$ cat src/rtl/core/b64_pkg.sv
// Types, constants and the alphabet lookup shared by the Base64 decoder.
package b64_pkg;

   // Sextets held before the fourth character of a group arrives
   localparam int HeldDepth = 3;
   localparam int HeldIdxWidth = $clog2(HeldDepth);

   // Group queue between front and back; depth must be a power of two
   localparam int QueueDepth = 2;
   localparam int QueuePtrWidth = (QueueDepth > 1) ? $clog2(QueueDepth) : 1;
   localparam int QueueCountWidth = $clog2(QueueDepth + 1);

   // Characters of note
   localparam logic [7:0] EqualsChar = 8'h3d;
   localparam logic [7:0] PlusChar   = 8'h2b;
   localparam logic [7:0] SlashChar  = 8'h2f;

   // One decoded group waiting to be serialized
   typedef struct packed {
      logic [2:0][7:0] data;        // data[0] goes out first
      logic [1:0]      count;       // bytes to emit, 1 to 3
      logic            stream_end;  // group closes the string
   } group_type;

   // Queue status seen by the front and the back
   typedef struct packed {
      logic full;
      logic empty;
   } queue_status_type;

   // Standard alphabet; anything else decodes as zero
   function automatic logic [5:0] sextet_of(input logic [7:0] c);
      logic [7:0] diff;
      diff = 8'h00;
      if (c >= 8'h41 && c <= 8'h5a) begin
         diff = c - 8'h41;
      end else if (c >= 8'h61 && c <= 8'h7a) begin
         diff = c - 8'h47;
      end else if (c >= 8'h30 && c <= 8'h39) begin
         diff = c + 8'h04;
      end else if (c == PlusChar) begin
         diff = 8'd62;
      end else if (c == SlashChar) begin
         diff = 8'd63;
      end
      return diff[5:0];
   endfunction

endpackage

$ cat src/rtl/core/b64_front.sv
// Front end: takes characters, decodes sextets and assembles byte groups.
module b64_front (
   input  logic                        clock,
   input  logic                        reset,
   input  logic                        req_valid,
   output logic                        req_stall,
   input  logic [7:0]                  req_in_char,
   input  logic                        req_in_last,
   input  b64_pkg::queue_status_type   q_status,
   output logic                        push_valid,
   output b64_pkg::group_type          push_group
);

   logic [1:0] pos_ff, pos_in;
   logic [1:0] run_ff, run_in;
   logic [5:0] held_ff [0:b64_pkg::HeldDepth-1];

   logic       accept;
   logic [5:0] sextet;
   logic [1:0] run_upd;
   logic [1:0] count;
   logic       group_done;

   // Only the closing character of a group needs queue space
   assign req_stall  = q_status.full && (pos_ff == 2'd3);
   assign accept     = req_valid && !req_stall;
   assign sextet     = b64_pkg::sextet_of(req_in_char);
   assign group_done = (pos_ff == 2'd3);

   // Trailing '=' run and byte count of a finished group
   always_comb begin
      if (pos_ff == 2'd0) begin
         run_upd = 2'd0;
      end else if (req_in_char == b64_pkg::EqualsChar) begin
         run_upd = run_ff + 2'd1;
      end else begin
         run_upd = 2'd0;
      end
      count = req_in_last ? (2'd3 - run_upd) : 2'd3;
   end

   // Group word pushed into the queue
   always_comb begin
      push_group.data[0]    = {held_ff[0], held_ff[1][5:4]};
      push_group.data[1]    = {held_ff[1][3:0], held_ff[2][5:2]};
      push_group.data[2]    = {held_ff[2][1:0], sextet};
      push_group.count      = count;
      push_group.stream_end = req_in_last;
      push_valid            = accept && group_done && (count != 2'd0);
   end

   // Position and run update; end of string restarts both
   always_comb begin
      pos_in = pos_ff;
      run_in = run_ff;
      if (accept) begin
         run_in = run_upd;
         pos_in = group_done ? 2'd0 : pos_ff + 2'd1;
         if (req_in_last) begin
            pos_in = 2'd0;
            run_in = 2'd0;
         end
      end
   end

   always_ff @(posedge clock) begin
      if (reset) begin
         pos_ff <= 2'd0;
         run_ff <= 2'd0;
      end else begin
         pos_ff <= pos_in;
         run_ff <= run_in;
      end
   end

   // Sextet store for positions 0..2
   always_ff @(posedge clock) begin
      if (accept && !group_done) begin
         held_ff[pos_ff[b64_pkg::HeldIdxWidth-1:0]] <= sextet;
      end
   end

endmodule

$ cat src/rtl/core/b64_queue.sv
// Short group queue that decouples the front end from the serializer.
module b64_queue (
   input  logic                        clock,
   input  logic                        reset,
   input  logic                        push_valid,
   input  b64_pkg::group_type          push_group,
   input  logic                        pop,
   output b64_pkg::group_type          head_group,
   output b64_pkg::queue_status_type   q_status
);

   b64_pkg::group_type entries_ff [0:b64_pkg::QueueDepth-1];

   logic [b64_pkg::QueuePtrWidth-1:0]   wr_ptr_ff, wr_ptr_in;
   logic [b64_pkg::QueuePtrWidth-1:0]   rd_ptr_ff, rd_ptr_in;
   logic [b64_pkg::QueueCountWidth-1:0] count_ff, count_in;
   logic                                do_push;
   logic                                do_pop;

   // Status and head word
   always_comb begin
      q_status.full  = (count_ff == b64_pkg::QueueCountWidth'(b64_pkg::QueueDepth));
      q_status.empty = (count_ff == '0);
      head_group     = entries_ff[rd_ptr_ff];
   end

   assign do_push = push_valid && !q_status.full;
   assign do_pop  = pop && !q_status.empty;

   // Pointer and fill update; pointers wrap on the power-of-two depth
   always_comb begin
      wr_ptr_in = do_push ? wr_ptr_ff + 1'b1 : wr_ptr_ff;
      rd_ptr_in = do_pop  ? rd_ptr_ff + 1'b1 : rd_ptr_ff;
      count_in  = count_ff;
      if (do_push && !do_pop) begin
         count_in = count_ff + 1'b1;
      end else if (do_pop && !do_push) begin
         count_in = count_ff - 1'b1;
      end
   end

   always_ff @(posedge clock) begin
      if (reset) begin
         wr_ptr_ff <= '0;
         rd_ptr_ff <= '0;
         count_ff  <= '0;
      end else begin
         wr_ptr_ff <= wr_ptr_in;
         rd_ptr_ff <= rd_ptr_in;
         count_ff  <= count_in;
      end
   end

   always_ff @(posedge clock) begin
      if (do_push) begin
         entries_ff[wr_ptr_ff] <= push_group;
      end
   end

endmodule

$ cat src/rtl/core/b64_back.sv
// Back end: serializes queued groups into bytes through an output register.
module b64_back (
   input  logic                        clock,
   input  logic                        reset,
   input  b64_pkg::group_type          head_group,
   input  b64_pkg::queue_status_type   q_status,
   output logic                        pop,
   output logic                        rsp_valid,
   input  logic                        rsp_stall,
   output logic [7:0]                  rsp_out_byte,
   output logic                        rsp_out_group_last,
   output logic                        rsp_out_stream_end
);

   logic       valid_ff, valid_in;
   logic [1:0] idx_ff, idx_in;
   logic [7:0] byte_ff;
   logic       group_last_ff;
   logic       stream_end_ff;

   logic       load;
   logic       last_of_group;

   // Output register takes a new word when empty or being drained
   assign load          = !q_status.empty && (!valid_ff || !rsp_stall);
   assign last_of_group = (idx_ff == head_group.count - 2'd1);
   assign pop           = load && last_of_group;

   always_comb begin
      valid_in = valid_ff;
      idx_in   = idx_ff;
      if (load) begin
         valid_in = 1'b1;
         idx_in   = last_of_group ? 2'd0 : idx_ff + 2'd1;
      end else if (!rsp_stall) begin
         valid_in = 1'b0;
      end
   end

   always_ff @(posedge clock) begin
      if (reset) begin
         valid_ff <= 1'b0;
         idx_ff   <= 2'd0;
      end else begin
         valid_ff <= valid_in;
         idx_ff   <= idx_in;
      end
   end

   // Output word
   always_ff @(posedge clock) begin
      if (load) begin
         byte_ff       <= head_group.data[idx_ff];
         group_last_ff <= last_of_group;
         stream_end_ff <= last_of_group && head_group.stream_end;
      end
   end

   assign rsp_valid          = valid_ff;
   assign rsp_out_byte       = byte_ff;
   assign rsp_out_group_last = group_last_ff;
   assign rsp_out_stream_end = stream_end_ff;

endmodule

$ cat src/rtl/core/base64_decoder.sv
// Top level of the streaming Base64 decoder.
// Takes one character per cycle unless req_stall holds it, and gives one
// decoded byte per cycle unless rsp_stall holds it. Each fourth character
// of a group closes it and places up to three bytes in a two-entry group
// queue; the serializer drains them one a cycle while rsp_stall is low,
// through an output register, so four characters in and three bytes out keep
// pace. The first byte of a group passes through the group queue and then the
// output register before it is shown. req_stall rises only for a closing
// character when the group queue is full. A final group with a trailing '='
// run gives fewer bytes, a partial group at the end of the string gives
// none, and the last byte of the string carries rsp_out_stream_end.
module base64_decoder (
   input  logic       clock,
   input  logic       reset,
   input  logic       req_valid,
   output logic       req_stall,
   input  logic [7:0] req_in_char,
   input  logic       req_in_last,
   output logic       rsp_valid,
   input  logic       rsp_stall,
   output logic [7:0] rsp_out_byte,
   output logic       rsp_out_group_last,
   output logic       rsp_out_stream_end
);

   b64_pkg::queue_status_type q_status;
   b64_pkg::group_type        push_group;
   b64_pkg::group_type        head_group;
   logic                      push_valid;
   logic                      pop;

   b64_front u_front (
      .clock       (clock),
      .reset       (reset),
      .req_valid   (req_valid),
      .req_stall   (req_stall),
      .req_in_char (req_in_char),
      .req_in_last (req_in_last),
      .q_status    (q_status),
      .push_valid  (push_valid),
      .push_group  (push_group)
   );

   b64_queue u_queue (
      .clock      (clock),
      .reset      (reset),
      .push_valid (push_valid),
      .push_group (push_group),
      .pop        (pop),
      .head_group (head_group),
      .q_status   (q_status)
   );

   b64_back u_back (
      .clock              (clock),
      .reset              (reset),
      .head_group         (head_group),
      .q_status           (q_status),
      .pop                (pop),
      .rsp_valid          (rsp_valid),
      .rsp_stall          (rsp_stall),
      .rsp_out_byte       (rsp_out_byte),
      .rsp_out_group_last (rsp_out_group_last),
      .rsp_out_stream_end (rsp_out_stream_end)
   );

endmodule

$ cat config.mk
export PLATFORM = sky130hd
export DESIGN_NAME = base64_decoder
export DESIGN_NICKNAME = d
export VERILOG_FILES = /design/src/rtl/core/b64_pkg.sv /design/src/rtl/core/b64_front.sv /design/src/rtl/core/b64_queue.sv /design/src/rtl/core/b64_back.sv /design/src/rtl/core/base64_decoder.sv
export SDC_FILE = /design/constraint.sdc
export NUM_CORES = 1
export LEC_CHECK = 0
export BUFFER_PORTS_ARGS = -buffer_cell sky130_fd_sc_hd__buf_2
export CAP_MARGIN = 20
export CORE_MARGIN = 5
export CORE_UTILIZATION = 45
export DETAILED_ROUTE_END_ITERATION = 8
export PLACE_DENSITY = 0.6
export SKIP_LAST_GASP = 1
export SLEW_MARGIN = 15
export SYNTH_ARGS = -nofsm -noshare
export SYNTH_HDL_FRONTEND = slang
export SYNTH_SLANG_ARGS = --single-unit
$ cat constraint.sdc
create_clock -name clock -period 3.3 [get_ports clock]
set_input_delay 0.66 -clock clock [delete_from_list [all_inputs] [get_ports clock]]
set_output_delay 0.66 -clock clock [all_outputs]
set_load 0.05 [all_outputs]
After elaboration in Yosys (flattened, before gate mapping)
Memory sizes are Yosys's and may differ from the RTL's. A register that Yosys moved wholly into a read port is not among the register bits.
Cells that the tools add are included.
- register bits: 21
- bits in writable memories: 72
- bits of input ports: 13
- output and inout port bits: 12
- word-level logic and storage cells: 90
- memories kept: 2
- memories (memory ; words ; width ; read ports ; clocked after Yosys merged registers in ; wr ports ; line ; text):
    u_queue.entries_ff ; 2 ; 27 ; 1 ; 1 ; 1 ; b64_queue.sv:12 ; b64_pkg::group_type entries_ff [0:b64_pkg::QueueDepth-1];
    u_front.held_ff ; 3 ; 6 ; 3 ; 0 ; 1 ; b64_front.sv:16 ; logic [5:0] held_ff [0:b64_pkg::HeldDepth-1];
- $add $sub $neg: 12
- $lt $le $gt $ge: 7
- eq/ne operators: 7
- mux-type cells: 24
- reductions and logical operators: 28
- operators with widths (operator ; number):
    6-bit two-way mux ; 5
    8-bit by 6-bit equality test with 1-bit output, second input constant ; 3
    2-bit two-way mux ; 9
    8-bit binary-select mux with 2-bit select ; 1
    8-bit by 7-bit greater-or-equal comparator with 1-bit output, second input constant ; 2
    8-bit by 7-bit less-or-equal comparator with 1-bit output, second input constant ; 2
    1-bit logical AND ; 15
    2-bit by 1-bit adder with 2-bit output, second input constant ; 4
    8-bit by 6-bit greater-or-equal comparator with 1-bit output, second input constant ; 1
    8-bit by 6-bit less-or-equal comparator with 1-bit output, second input constant ; 1
    1-bit logical NOT ; 8
    1-bit two-way mux ; 8
    8-bit two-way mux ; 1
    6-bit by 3-bit adder with 6-bit output, second input constant ; 1
    6-bit by 1-bit subtractor with 6-bit output, second input constant ; 1
    6-bit by 3-bit subtractor with 6-bit output, second input constant ; 1
    2-bit equality test, second input constant ; 2
    2-bit logical NOT ; 2
    2-bit nonzero test ; 2
    2-bit by 1-bit subtractor with 2-bit output, second input constant ; 2
    2-bit by 3-bit less-than comparator with 1-bit output, second input constant ; 1
    1-bit adder, second input constant ; 2
    2-bit equality test ; 1
    2-bit by 1-bit inequality test with 1-bit output, second input constant ; 1
    other kinds (2) ; 2

Depth between registers and ports, before layout
Gate-level depths: netlist of run 1.
- depth in word-level cells: 12
- mapped depth: 9
- gate-level depth less buffers: 9

Modules after synthesis
Synthesis of run 1 repeated with hierarchy kept, for this count alone.
- cell total of the unflattened synthesis: 301
- area total of the unflattened synthesis: 4189.0 um2
- modules (own cells, without submodules) (module ; instances ; cells each ; area an instance (um2) ; sequential area each (um2)):
    b64_queue ; 1 ; 109 ; 2163.3 ; 1721.7
    b64_front ; 1 ; 130 ; 1377.6 ; 620.6
    b64_back ; 1 ; 62 ; 648.1 ; 360.3

Worst setup path before layout of run 1
No wires, ideal clock.
- kind: input -> register
- from: input port req_in_char[1]
- to: register u_queue.count_ff[1] in the netlist's numbering
- library setup time: 0.071 ns
- arrival: 2.438 ns
- required time: 3.229 ns
- setup slack: 0.791 ns
- stages on the path: 8
- path through: inv_1 > ha_1 > nand4b_1 > or4_1 > and2_1 > ha_1 > or3_1 > a21oi_1
- cells in the longest elaborated chain, start to end: 11
- ends and longest elaborated chain (what ; line ; text):
    start: declaration ; base64_decoder.sv:17 ; input logic [7:0] req_in_char,
    8-bit by 6-bit equality test with 1-bit output (*) ; b64_front.sv:34 ; end else if (req_in_char == b64_pkg::EqualsChar) begin
    2-bit two-way mux (*) ; b64_front.sv:34 ;
    2-bit two-way mux (*) ; b64_front.sv:32 ; if (pos_ff == 2'd0) begin
    2-bit subtractor (*) ; b64_front.sv:39 ; count = req_in_last ? (2'd3 - run_upd) : 2'd3;
    2-bit two-way mux (*) ; b64_front.sv:39 ;
    2-bit nonzero test (*) ; b64_front.sv:49 ; push_valid = accept && group_done && (count != 2'd0);
    1-bit logical AND (*) ; b64_front.sv:49 ;
    1-bit logical AND (*) ; b64_queue.sv:27 ; assign do_push = push_valid && !q_status.full;
    net u_queue.do_push ; b64_queue.sv:17 ; logic do_push;
    1-bit logical NOT ; b64_queue.sv:37 ; end else if (do_pop && !do_push) begin
    1-bit logical AND ; b64_queue.sv:37 ;
    2-bit nonzero test (no source line) ; - ;
    end signal: assignment ; b64_queue.sv:50 ; count_ff <= count_in;
    end: declaration ; b64_queue.sv:16 ; logic [b64_pkg::QueueCountWidth-1:0] count_ff, count_in;
Mark *: on every way through the listed nets, which the timed path passes. The rest lies on a longest branch.
A chain may end at the register's enable or synchronous reset.

Worst setup path in the final report of run 1
- from: input port req_in_char[3]
- to: register u_queue.count_ff[1] in the netlist's numbering
Same word-level chain as after synthesis.

==> results of run 1 <==
## per-stage QoR
step / worst slack [ns] / total power, µW / cell area [µm²] / std cells / utilization
finish: 0.7454 / 2235 / 4589 / 425 / 0.5212
global route: 0.6417 / 2323 / 4589 / 425 / 0.5212
CTS: 0.7849 / 2264 / 4589 / 425 / 0.5212
detailed placement: 0.3923 / 1445 / 4368 / 409 / 0.4960
global placement: 0.4621 / 1443 / 4368 / 409 / 0.4960
floorplan: 0.7911 / 1402 / 4101 / 278 / -
## worst max path at each step
stage | slack [ns] | startpoint | to | cells past startpoint
2_1_floorplan | 0.79 | req_in_char[1] | u_queue.count_ff[1]$_SDFFE_PP0P_ | 8
4_1_cts | 0.78 | req_in_char[2] | u_queue.count_ff[1]$_SDFFE_PP0P_ | 8
3_5_place_dp | 0.39 | req_in_char[2] | u_queue.count_ff[1]$_SDFFE_PP0P_ | 8
3_3_place_gp | 0.46 | req_in_char[2] | u_queue.count_ff[1]$_SDFFE_PP0P_ | 8
5_1_grt | 0.64 | req_in_char[3] | u_queue.count_ff[1]$_SDFFE_PP0P_ | 8
6_report | 0.75 | req_in_char[3] | u_queue.count_ff[1]$_SDFFE_PP0P_ | 8
## cell families after synthesis
family,after synthesis
flops,94
simple gates,61
compound gates,45
xor+xnor,7
fa+ha+maj,14
mux,25
buf+inv,32
## power by group through the flow
stage | Sequential (µW) | Combinational [µW] | Clock, µW
final | 1310 | 109 | 818
after global routing | 1310 | 122 | 891
after CTS | 1310 | 110 | 846
after detailed placement | 1340 | 110 | 0
after global placement | 1330 | 109 | 0
after floorplan | 1340 | 66.5 | 0
## cell type report
class / instances / area, µm² / area share
Timing Repair Buffer: 31 / 172.7 / 0.03762
Tap cell: 108 / 135.1 / 0.02944
Sequential cell: 94 / 2703 / 0.5889
Clock inverter: 7 / 97.59 / 0.02127
Clock buffer: 9 / 123.9 / 0.02699
Inverter: 24 / 90.09 / 0.01963
Multi-Input combinational cell: 152 / 1267 / 0.2762
## routing by layer
metal  part of all wire  global-route usage
met5                  0                   0
met4              0.017             0.05342
met3              0.033             0.02323
met2               0.50              0.2281
met1               0.45              0.1657
## flip-flops by register name, indices dropped and copies added, names as in the netlist, 2 cells and up, named ones only
name,count
u_front.held_ff,18
u_back.rsp_out_byte,8
u_front.pos_ff,2
u_back.idx_ff,2
u_front.run_ff,2
u_queue.entries_ff,54
u_queue.count_ff,2
## worst max-delay path: stages
cell	delay [ns]
buf_2	0.18
ha_1	0.34
nand4b_1	0.16
or4_1	0.49
and2_1	0.20
ha_1	0.31
or3_1	0.37
a21oi_1	0.14
## cells in the final DEF (no fill, tap or decap), types with 5 or more instances in the layout
cell type,n
nand2_1,13
mux2i_1,12
nor2_1,10
or3_1,5
inv_1,24
dfxtp_1,12
buf_4,7
o22ai_1,8
edfxtp_1,82
a21oi_1,10
buf_2,24
ha_1,14
clkbuf_8,9
and2_1,5
o21ai_1,5
mux4_2,5
==> flow_summary.ini, run 1 <==
[run_status]
status = completed

[clock_network]
clockRootBuffer = clkbuf_8
cts_resized = 0
hold_buffers = 0
cts_tree = done
clock_latency_ns = 0.34
cts_buffer_depth = 2
clock_sinks = 94
cts.clk_slew.worst_paths_ns = 0.09
postCtsSetupRepairBufs = 0
cts_buffers = 9
htreeDepth = 3

[timing]
period_share = 0.7741
hold_slack_ns = 0.4497
rsz0062_at_grt = no
setup_viol = 0
tns_ns = 0
finalMaxSlewViolations = 0
hold_violations = 0
fin_worst_skew_ns = 0.007912
max_freq_mhz = 391.5
period_minus_slack_ns = 2.555
relSlewSlack = 0.5502
worstMarginPinSlew_ns = 0.6738

[synthesis]
yosysWarnings = 0
synth_xor_area_frac = 0.01678
synth_commonest_cells = edfxtp_1 (82), inv_1 (24), ha_1 (14), nand2_1 (13)
yosysMostFrequentCell = edfxtp_1
synth_mux_area_frac = 0.09304
synth_top_family_by_area = multiplexers
synth_compound_area_frac = 0.07016
synth_top_area_cell = edfxtp_1
synth_seq_area_share = 0.6589
synth_area_leaders = edfxtp_1 (60%), dfxtp_1 (5.9%), ha_1 (4.3%)
synth-seq-cells = 94
syn-instance-count = 278
avgSynthCellArea_um2 = 14.75
synth_fp_nets = 305
ys.flop_type = edfxtp_1
synth.cell_area_um2 = 4101
yosys.area_share.simple = 0.08633
synthAdderAreaFrac = 0.04271
synth_async_sr_flop_share = 0
synth_edf_count = 82
yosysTopAreaCellShare = 0.6004
synth_cell_types = 53

[floorplanning]
core_area_um2 = 8806
dieArea_um2 = 11120
ios = 25
initial_core_util = 0.4658
rows = 34
die_y_um = 105.5
die_w_um = 105.5

[worst_hold_path]
hold_path_end = u_queue.entries_ff[1][25]$_DFFE_PP_
hp-start = u_front.held_ff[2][0]$_DFFE_PP_
whs_path_depth = 0
min_path_type = reg2reg

[power_and_ir_drop]
comb_power_share = 0.049
seq_power_share = 0.585
internal-power_uw = 1770
pwr-share-clk = 0.366
leakage_uw = 0.001608
power_density_nw_per_um2 = 487.1
irDropWorstVdd_uv = 228.4
switching_share = 0.2081
p_switching_uw = 465.2

[route]
drt_pass1_iterations = 4
vias = 2265
wl_um = 7005
drc = 0
drtIter0Drc = 79
antenna_left = 0
wire_per_inst_um = 16.48
vias_per_cell = 5.329

[final_layout]
syn_to_final_growth_pct = 11.90
fillers = 748
nets = 339
layout-drive-gt1-share = 0.1798
diodes = 0

[critical_path]
critical_path_arrival_ns = 2.84
cp-start-kind = input port
reg2reg_slack_ns = 0.82
reg2reg_to = u_queue.count_ff[1]$_SDFFE_PP0P_
cp-end-kind = register
worstSetupPathType = in2reg
reg2reg_depth = 8
r2r-start = u_front.pos_ff[0]$_SDFFE_PP0P_
path_max_fanout = 8
critPathRequiredTime_ns = 3.58

[global_route]
overflow = 0
grt_pass1_wl_um = 11430
grt_max_degree = 28
grt.total_usage = 0.1325
grt_pass1_vias = 2289
antenna_found_initial = 0

[placement]
gp_congestion = 0.8023
hpwl_um = 4736
port_buffers = 24

[run]
max_cap_violations = 0
No activity file was read; power rests on OpenSTA's default activity.
==> run 2, diff against run 1 <==
Settings changed: ABC_AREA set to 1, PLACE_DENSITY 0.6 to 0.62.
Clock period 3.3 ns to 2.2 ns, I/O delays scaled along.
==> flow_summary.ini, run 2 <==
[final_layout]
fillers = 827
diodes = 0
largest_reg_flops = 54
regMostFlops = u_queue.entries_ff
final_cell_mix = edfxtp_1 (82), nand2_1 (50), nor2_1 (48)
syn_to_final_growth_pct = 14.00
nets = 463
layout-drive-gt1-share = 0.2200
layout_commonest_cell = edfxtp_1

[synthesis]
yosysWarnings = 0
synth-seq-cells = 94
yosysTopAreaCellShare = 0.5714
ys.flop_type = edfxtp_1
synth_cell_types = 35
yosysMostFrequentCell = edfxtp_1
synth_top_area_cell = edfxtp_1
synth_async_sr_flop_share = 0
synth_area_leaders = edfxtp_1 (57%), dfxtp_1 (5.6%), nand2_1 (4.4%)
synth_seq_area_share = 0.6272
avgSynthCellArea_um2 = 11.05
synth_edf_count = 82
synth.cell_area_um2 = 4309
synth_fp_nets = 417
syn-instance-count = 390
synth_commonest_cells = edfxtp_1 (82), nand2_1 (51), nor2_1 (49), inv_1 (32), o21ai_0 (28)

[clock_network]
clockRootBuffer = clkbuf_8
clock_latency_ns = 0.35
cts_buffer_depth = 2
clock_sinks = 94
hold_buffers = 0
cts_tree = done
cts_buffers = 9
htreeDepth = 3
cts.clk_slew.worst_paths_ns = 0.09
postCtsSetupRepairBufs = 0

[route]
m1WireLength_um = 3542
drtIter0Drc = 151
wl_met2_um = 3867
wl_um = 7896
drt_pass1_iterations = 4
vias = 2841
drc = 0
met3_length_um = 328
antenna_left = 0
wire_per_inst_um = 13.85
vias_per_cell = 4.984
top_layer = met4

[global_route]
grt_pass1_wl_um = 13120
grt_max_degree = 28
overflow = 0
grt_pass1_vias = 2795
antenna_found_initial = 0
grt.total_usage = 0.1475

[power_and_ir_drop]
leakage_uw = 0.001906
power_uw = 3257
power_density_nw_per_um2 = 663.0
irDropWorstVdd_uv = 268.7

[timing]
period_share = 0.9030
relSlewSlack = 0.6051
fin_worst_skew_ns = 0.01664
setup_viol = 0
period_minus_slack_ns = 1.987
tns_ns = 0
max_freq_mhz = 503.4
worstMarginPinSlew_ns = 0.5902
finalMaxSlewViolations = 0
hold_violations = 0
rsz0062_at_grt = no

[floorplanning]
ios = 25
die_w_um = 107.9
dieArea_um2 = 11630
initial_core_util = 0.4642
core_area_um2 = 9284
die_y_um = 107.9
rows = 35

[critical_path]
critPathRequiredTime_ns = 2.45
path_max_fanout = 4
worstSetupPathType = reg2reg
cp-start-kind = register
crit_family = adder cells
slowest_delay_ns = 0.35
path_buf_inv = 3
cp-end-kind = register
slowest_stage = dfxtp_2
critical_path_arrival_ns = 2.23
path_cells = inv_1, ha_1, inv_1, nand3_2, nor2_4, nand4_4, nand2_2, inv_1, ha_1, a21oi_1, o21ai_1, o21ai_1, a21oi_1
cp_common_cell = inv_1

[run_status]
status = completed

[placement]
gp_congestion = 0.9171
hpwl_um = 5627
port_buffers = 24

[worst_hold_path]
min_path_type = in2reg

[run]
max_cap_violations = 0
run 2: cell type report:
| class | instances | area (µm²) | share of cell area |
|---|---|---|---|
| inverters | 39 | 146.4 | 0.02980 |
| well taps | 129 | 161.4 | 0.03286 |
| clock buffers | 9 | 123.9 | 0.02522 |
| multi-input cells | 247 | 1401 | 0.2853 |
| repair buffers | 45 | 302.8 | 0.06164 |
| clock inverters | 7 | 71.32 | 0.01452 |
| flip-flops and latches | 94 | 2705 | 0.5507 |
run 2: worst register-to-register path, stage by stage, from the launching register on:
cell	delay, ns
dfxtp_2	0.35
inv_1	0.08
ha_1	0.20
inv_1	0.09
nand3_2	0.11
nor2_4	0.14
nand4_4	0.11
nand2_2	0.09
inv_1	0.04
ha_1	0.28
a21oi_1	0.12
o21ai_1	0.09
o21ai_1	0.13
a21oi_1	0.05
run 2: per-layer routing:
metal,global-route usage,vias up
met5,0,-
met4,0.05410,0
met3,0.03899,13
met2,0.2491,69
met1,0.1812,1328
li1,-,1431
run 2: worst paths after layout:
kind | slack (ns) | cells past startpoint | start | to
setup / recovery | 0.21 | 13 | u_front.pos_ff[0]$_SDFFE_PP0P_ | u_queue.count_ff[1]$_SDFFE_PP0P_
setup reg to reg | 0.21 | 13 | u_front.pos_ff[0]$_SDFFE_PP0P_ | u_queue.count_ff[1]$_SDFFE_PP0P_
hold / removal | 0.34 | 2 | reset | u_front.pos_ff[1]$_SDFFE_PP0P_
hold reg to reg | 0.45 | 0 | u_front.held_ff[2][4]$_DFFE_PP_ | u_queue.entries_ff[0][13]$_DFFE_PP_
run 2: logic make-up (layout without fill, tap and decap cells):
| logic type | count (synthesis) | in the layout | synth area share |
|---|---|---|---|
| AND/OR/NAND/NOR | 157 | 157 | 0.1771 |
| flip-flops | 94 | 94 | 0.6272 |
| AO/OA/AOI/OAI | 64 | 64 | 0.08159 |
| buffers and inverters | 49 | 100 | 0.04878 |
| adder cells (fa/ha/maj) | 14 | 14 | 0.04065 |
| XOR/XNOR | 11 | 11 | 0.02236 |
| multiplexers | 1 | 1 | 0.002323 |
run 2: repair_timing:
action                                 in CTS  in global routing
setup endpoints to repair                   0                  1
resized for setup                           0                  5
endpoints found under the hold margin       0                  0
run 2: power by group:
part	internal [µW]	switching, µW
registers	1960	10.3
clock network	529	571
logic	61.9	126
total	2550	707
run 2: metrics by stage:
step                utilization  hold WS (ns)  worst slack, ns  instances  cell area (µm²)
global placement         0.5075        0.4249          0.05825        554             4712
finish                   0.5291        0.3404           0.2134        570             4912
CTS                      0.5286        0.3302          0.05091        570             4907
global route             0.5291        0.3242          0.03195        570             4912
floorplan                     -        0.4215          0.05817        390             4312
detailed placement       0.5075        0.4290          0.03093        554             4712
==> run 3, diff against run 2 <==
Settings changed: ABC_AREA 1 to not set, CORE_UTILIZATION 45 to 25, PLACE_DENSITY 0.62 to 0.39.
==> flow_summary.ini, run 3 (synthesized netlist as in run 1, its figures left out) <==
[power_and_ir_drop]
seq_power_share = 0.537
pwr-share-clk = 0.403
p_switching_uw = 813.2
power_density_nw_per_um2 = 709.4
internal-power_uw = 2840
irDropWorstVdd_uv = 493.2
switching_share = 0.2226
comb_power_share = 0.060
leakage_uw = 0.001835

[final_layout]
nets = 379
fillers = 1625
largest_reg_flops = 54
final_cell_mix = edfxtp_1 (82), buf_4 (45), buf_2 (24)
seq_area_um2 = 2705
syn_to_final_growth_pct = 25.53
finish.utilization = 0.3218
layout-drive-gt1-share = 0.2997
layout_commonest_cell = edfxtp_1
multi_input_area_um2 = 1301
diodes = 0
regMostFlops = u_queue.entries_ff

[critical_path]
cp-end-kind = register
cp-start-kind = register
critPathRequiredTime_ns = 2.48
slowest_delay_ns = 0.45
reg2reg_slack_ns = 0.007
crit_family = simple AND/OR/NAND/NOR gates
path_buf_inv = 1
path_cells = inv_1, ha_2, nand4b_1, or4_4, and2_4, ha_4, xor2_1, or3_1, a21oi_2
cp-endpoint = u_queue.count_ff[1]$_SDFFE_PP0P_
reg2reg_to = u_queue.count_ff[1]$_SDFFE_PP0P_
cp.depth = 9
critical_path_arrival_ns = 2.47
reg2reg_depth = 9
cp-startpoint = u_front.pos_ff[0]$_SDFFE_PP0P_
path_max_fanout = 3
r2r-start = u_front.pos_ff[0]$_SDFFE_PP0P_
worstSetupPathType = reg2reg
slowest_stage = or4_4

[timing]
hold_slack_ns = 0.3587
relSlewSlack = 0.6548
hold_violations = 0
setup_viol = 0
rsz0062_at_grt = yes
fin_worst_skew_ns = 0.008528
period_minus_slack_ns = 2.193
worstMarginPinSlew_ns = 0.5155
period_share = 0.9968
finalMaxSlewViolations = 0
max_freq_mhz = 456.0

[floorplanning]
ios = 25
initial_core_util = 0.2563
die_w_um = 138.1
core_area_um2 = 16000
die_y_um = 138.1
rows = 46
dieArea_um2 = 19070

[clock_network]
clock_sinks = 94
cts_tree = done
cts_buffers = 9
clockRootBuffer = clkbuf_16
cts.clk_slew.worst_paths_ns = 0.07
clock_latency_ns = 0.34
cts_buffer_depth = 2
htreeDepth = 3

[placement]
hpwl_um = 5716
gp_congestion = 0.7253
port_buffers = 24

[route]
drtIter0Drc = 120
vias_per_cell = 4.202
drc = 0
vias = 2408
wire_per_inst_um = 14.35
drt_pass1_iterations = 4
antenna_left = 0
wl_um = 8224

[global_route]
antenna_found_initial = 0
grt_pass1_wl_um = 13270
grt_pass1_vias = 2443
grt_max_degree = 28
grt.total_usage = 0.08917
overflow = 0

[run_status]
status = completed

[worst_hold_path]
min_path_type = in2reg

[run]
max_cap_violations = 0
run 3: changes by cell type in the layout (fill, tap and decap cells not counted), sizes merged, moves of 5 or more:
cell,delta
and2,+5
nand3,-28
mux4,+8
or3,+5
nor2,-42
inv,-13
nand2,-49
o21ai,-34
mux2i,+13
buf,+26
xor2,-7
run 3: repair_timing:
action,4_1_cts,5_1_grt
hold buffers,0,0
setup buffers,0,0
pin swaps,1,0
gates resized for setup,2,1
hold endpoints to repair,0,0
endpoints found under the setup margin,1,1
run 3: worst min-delay path by stage:
stage / end / start / cells after the start
CTS: u_back.rsp_valid$_SDFFE_PP0P_ / rsp_stall / 3
floorplan: u_queue.entries_ff[0][10]$_DFFE_PP_ / u_front.held_ff[0][5]$_DFFE_PP_ / 0
finish: u_back.rsp_valid$_SDFFE_PP0P_ / rsp_stall / 3
global placement: u_queue.entries_ff[0][10]$_DFFE_PP_ / u_front.held_ff[0][5]$_DFFE_PP_ / 0
detailed placement: u_queue.entries_ff[1][4]$_DFFE_PP_ / u_front.held_ff[1][5]$_DFFE_PP_ / 0
global route: u_back.rsp_valid$_SDFFE_PP0P_ / rsp_stall / 3
run 3: layout make-up:
cell class | count | area share
clock buffers | 10 | 0.04447
inverters | 24 | 0.01750
flip-flops and latches | 94 | 0.5254
clock inverters | 6 | 0.01069
multi-input cells | 152 | 0.2527
repair buffers | 71 | 0.09672
well taps | 216 | 0.05249
run 3: per-layer routing:
metal | GRT usage | share of wire | vias to the layer above
met2 | 0.1400 | 0.47 | 48
met3 | 0.02931 | 0.033 | 6
li1 | - | - | 1202
met1 | 0.1172 | 0.49 | 1152
met5 | 0 | 0 | -
met4 | 0.02808 | 0.0089 | 0
run 3: worst min-delay path, stage by stage:
cell and delay [ns]:
buf_2 0.09, a211oi_1 0.06, nor2_1 0.07
run 3: power by group through the flow:
stage / clock, µW / sequential [µW] / combinational [µW]
after global placement: 0 / 2000 / 220
after detailed placement: 0 / 2000 / 221
final: 1470 / 1960 / 217
after CTS: 1530 / 1960 / 222
after global routing: 1600 / 1960 / 242
after floorplan: 0 / 2000 / 100
run 3: per-stage QoR:
step                      worst slack [ns]  total power [µW]  cell area, µm²    TNS, ns  instances
final                             0.007144              3653            5149          0        573
after global routing              -0.09817              3801            5149   -0.09817        573
after CTS                         -0.02704              3711            5145   -0.02704        573
after detailed placement           -0.2554              2223            4855     -2.425        557
after global placement             -0.1846              2221            4855     -1.413        557
after floorplan                  -0.001521              2103            4128  -0.001521        278
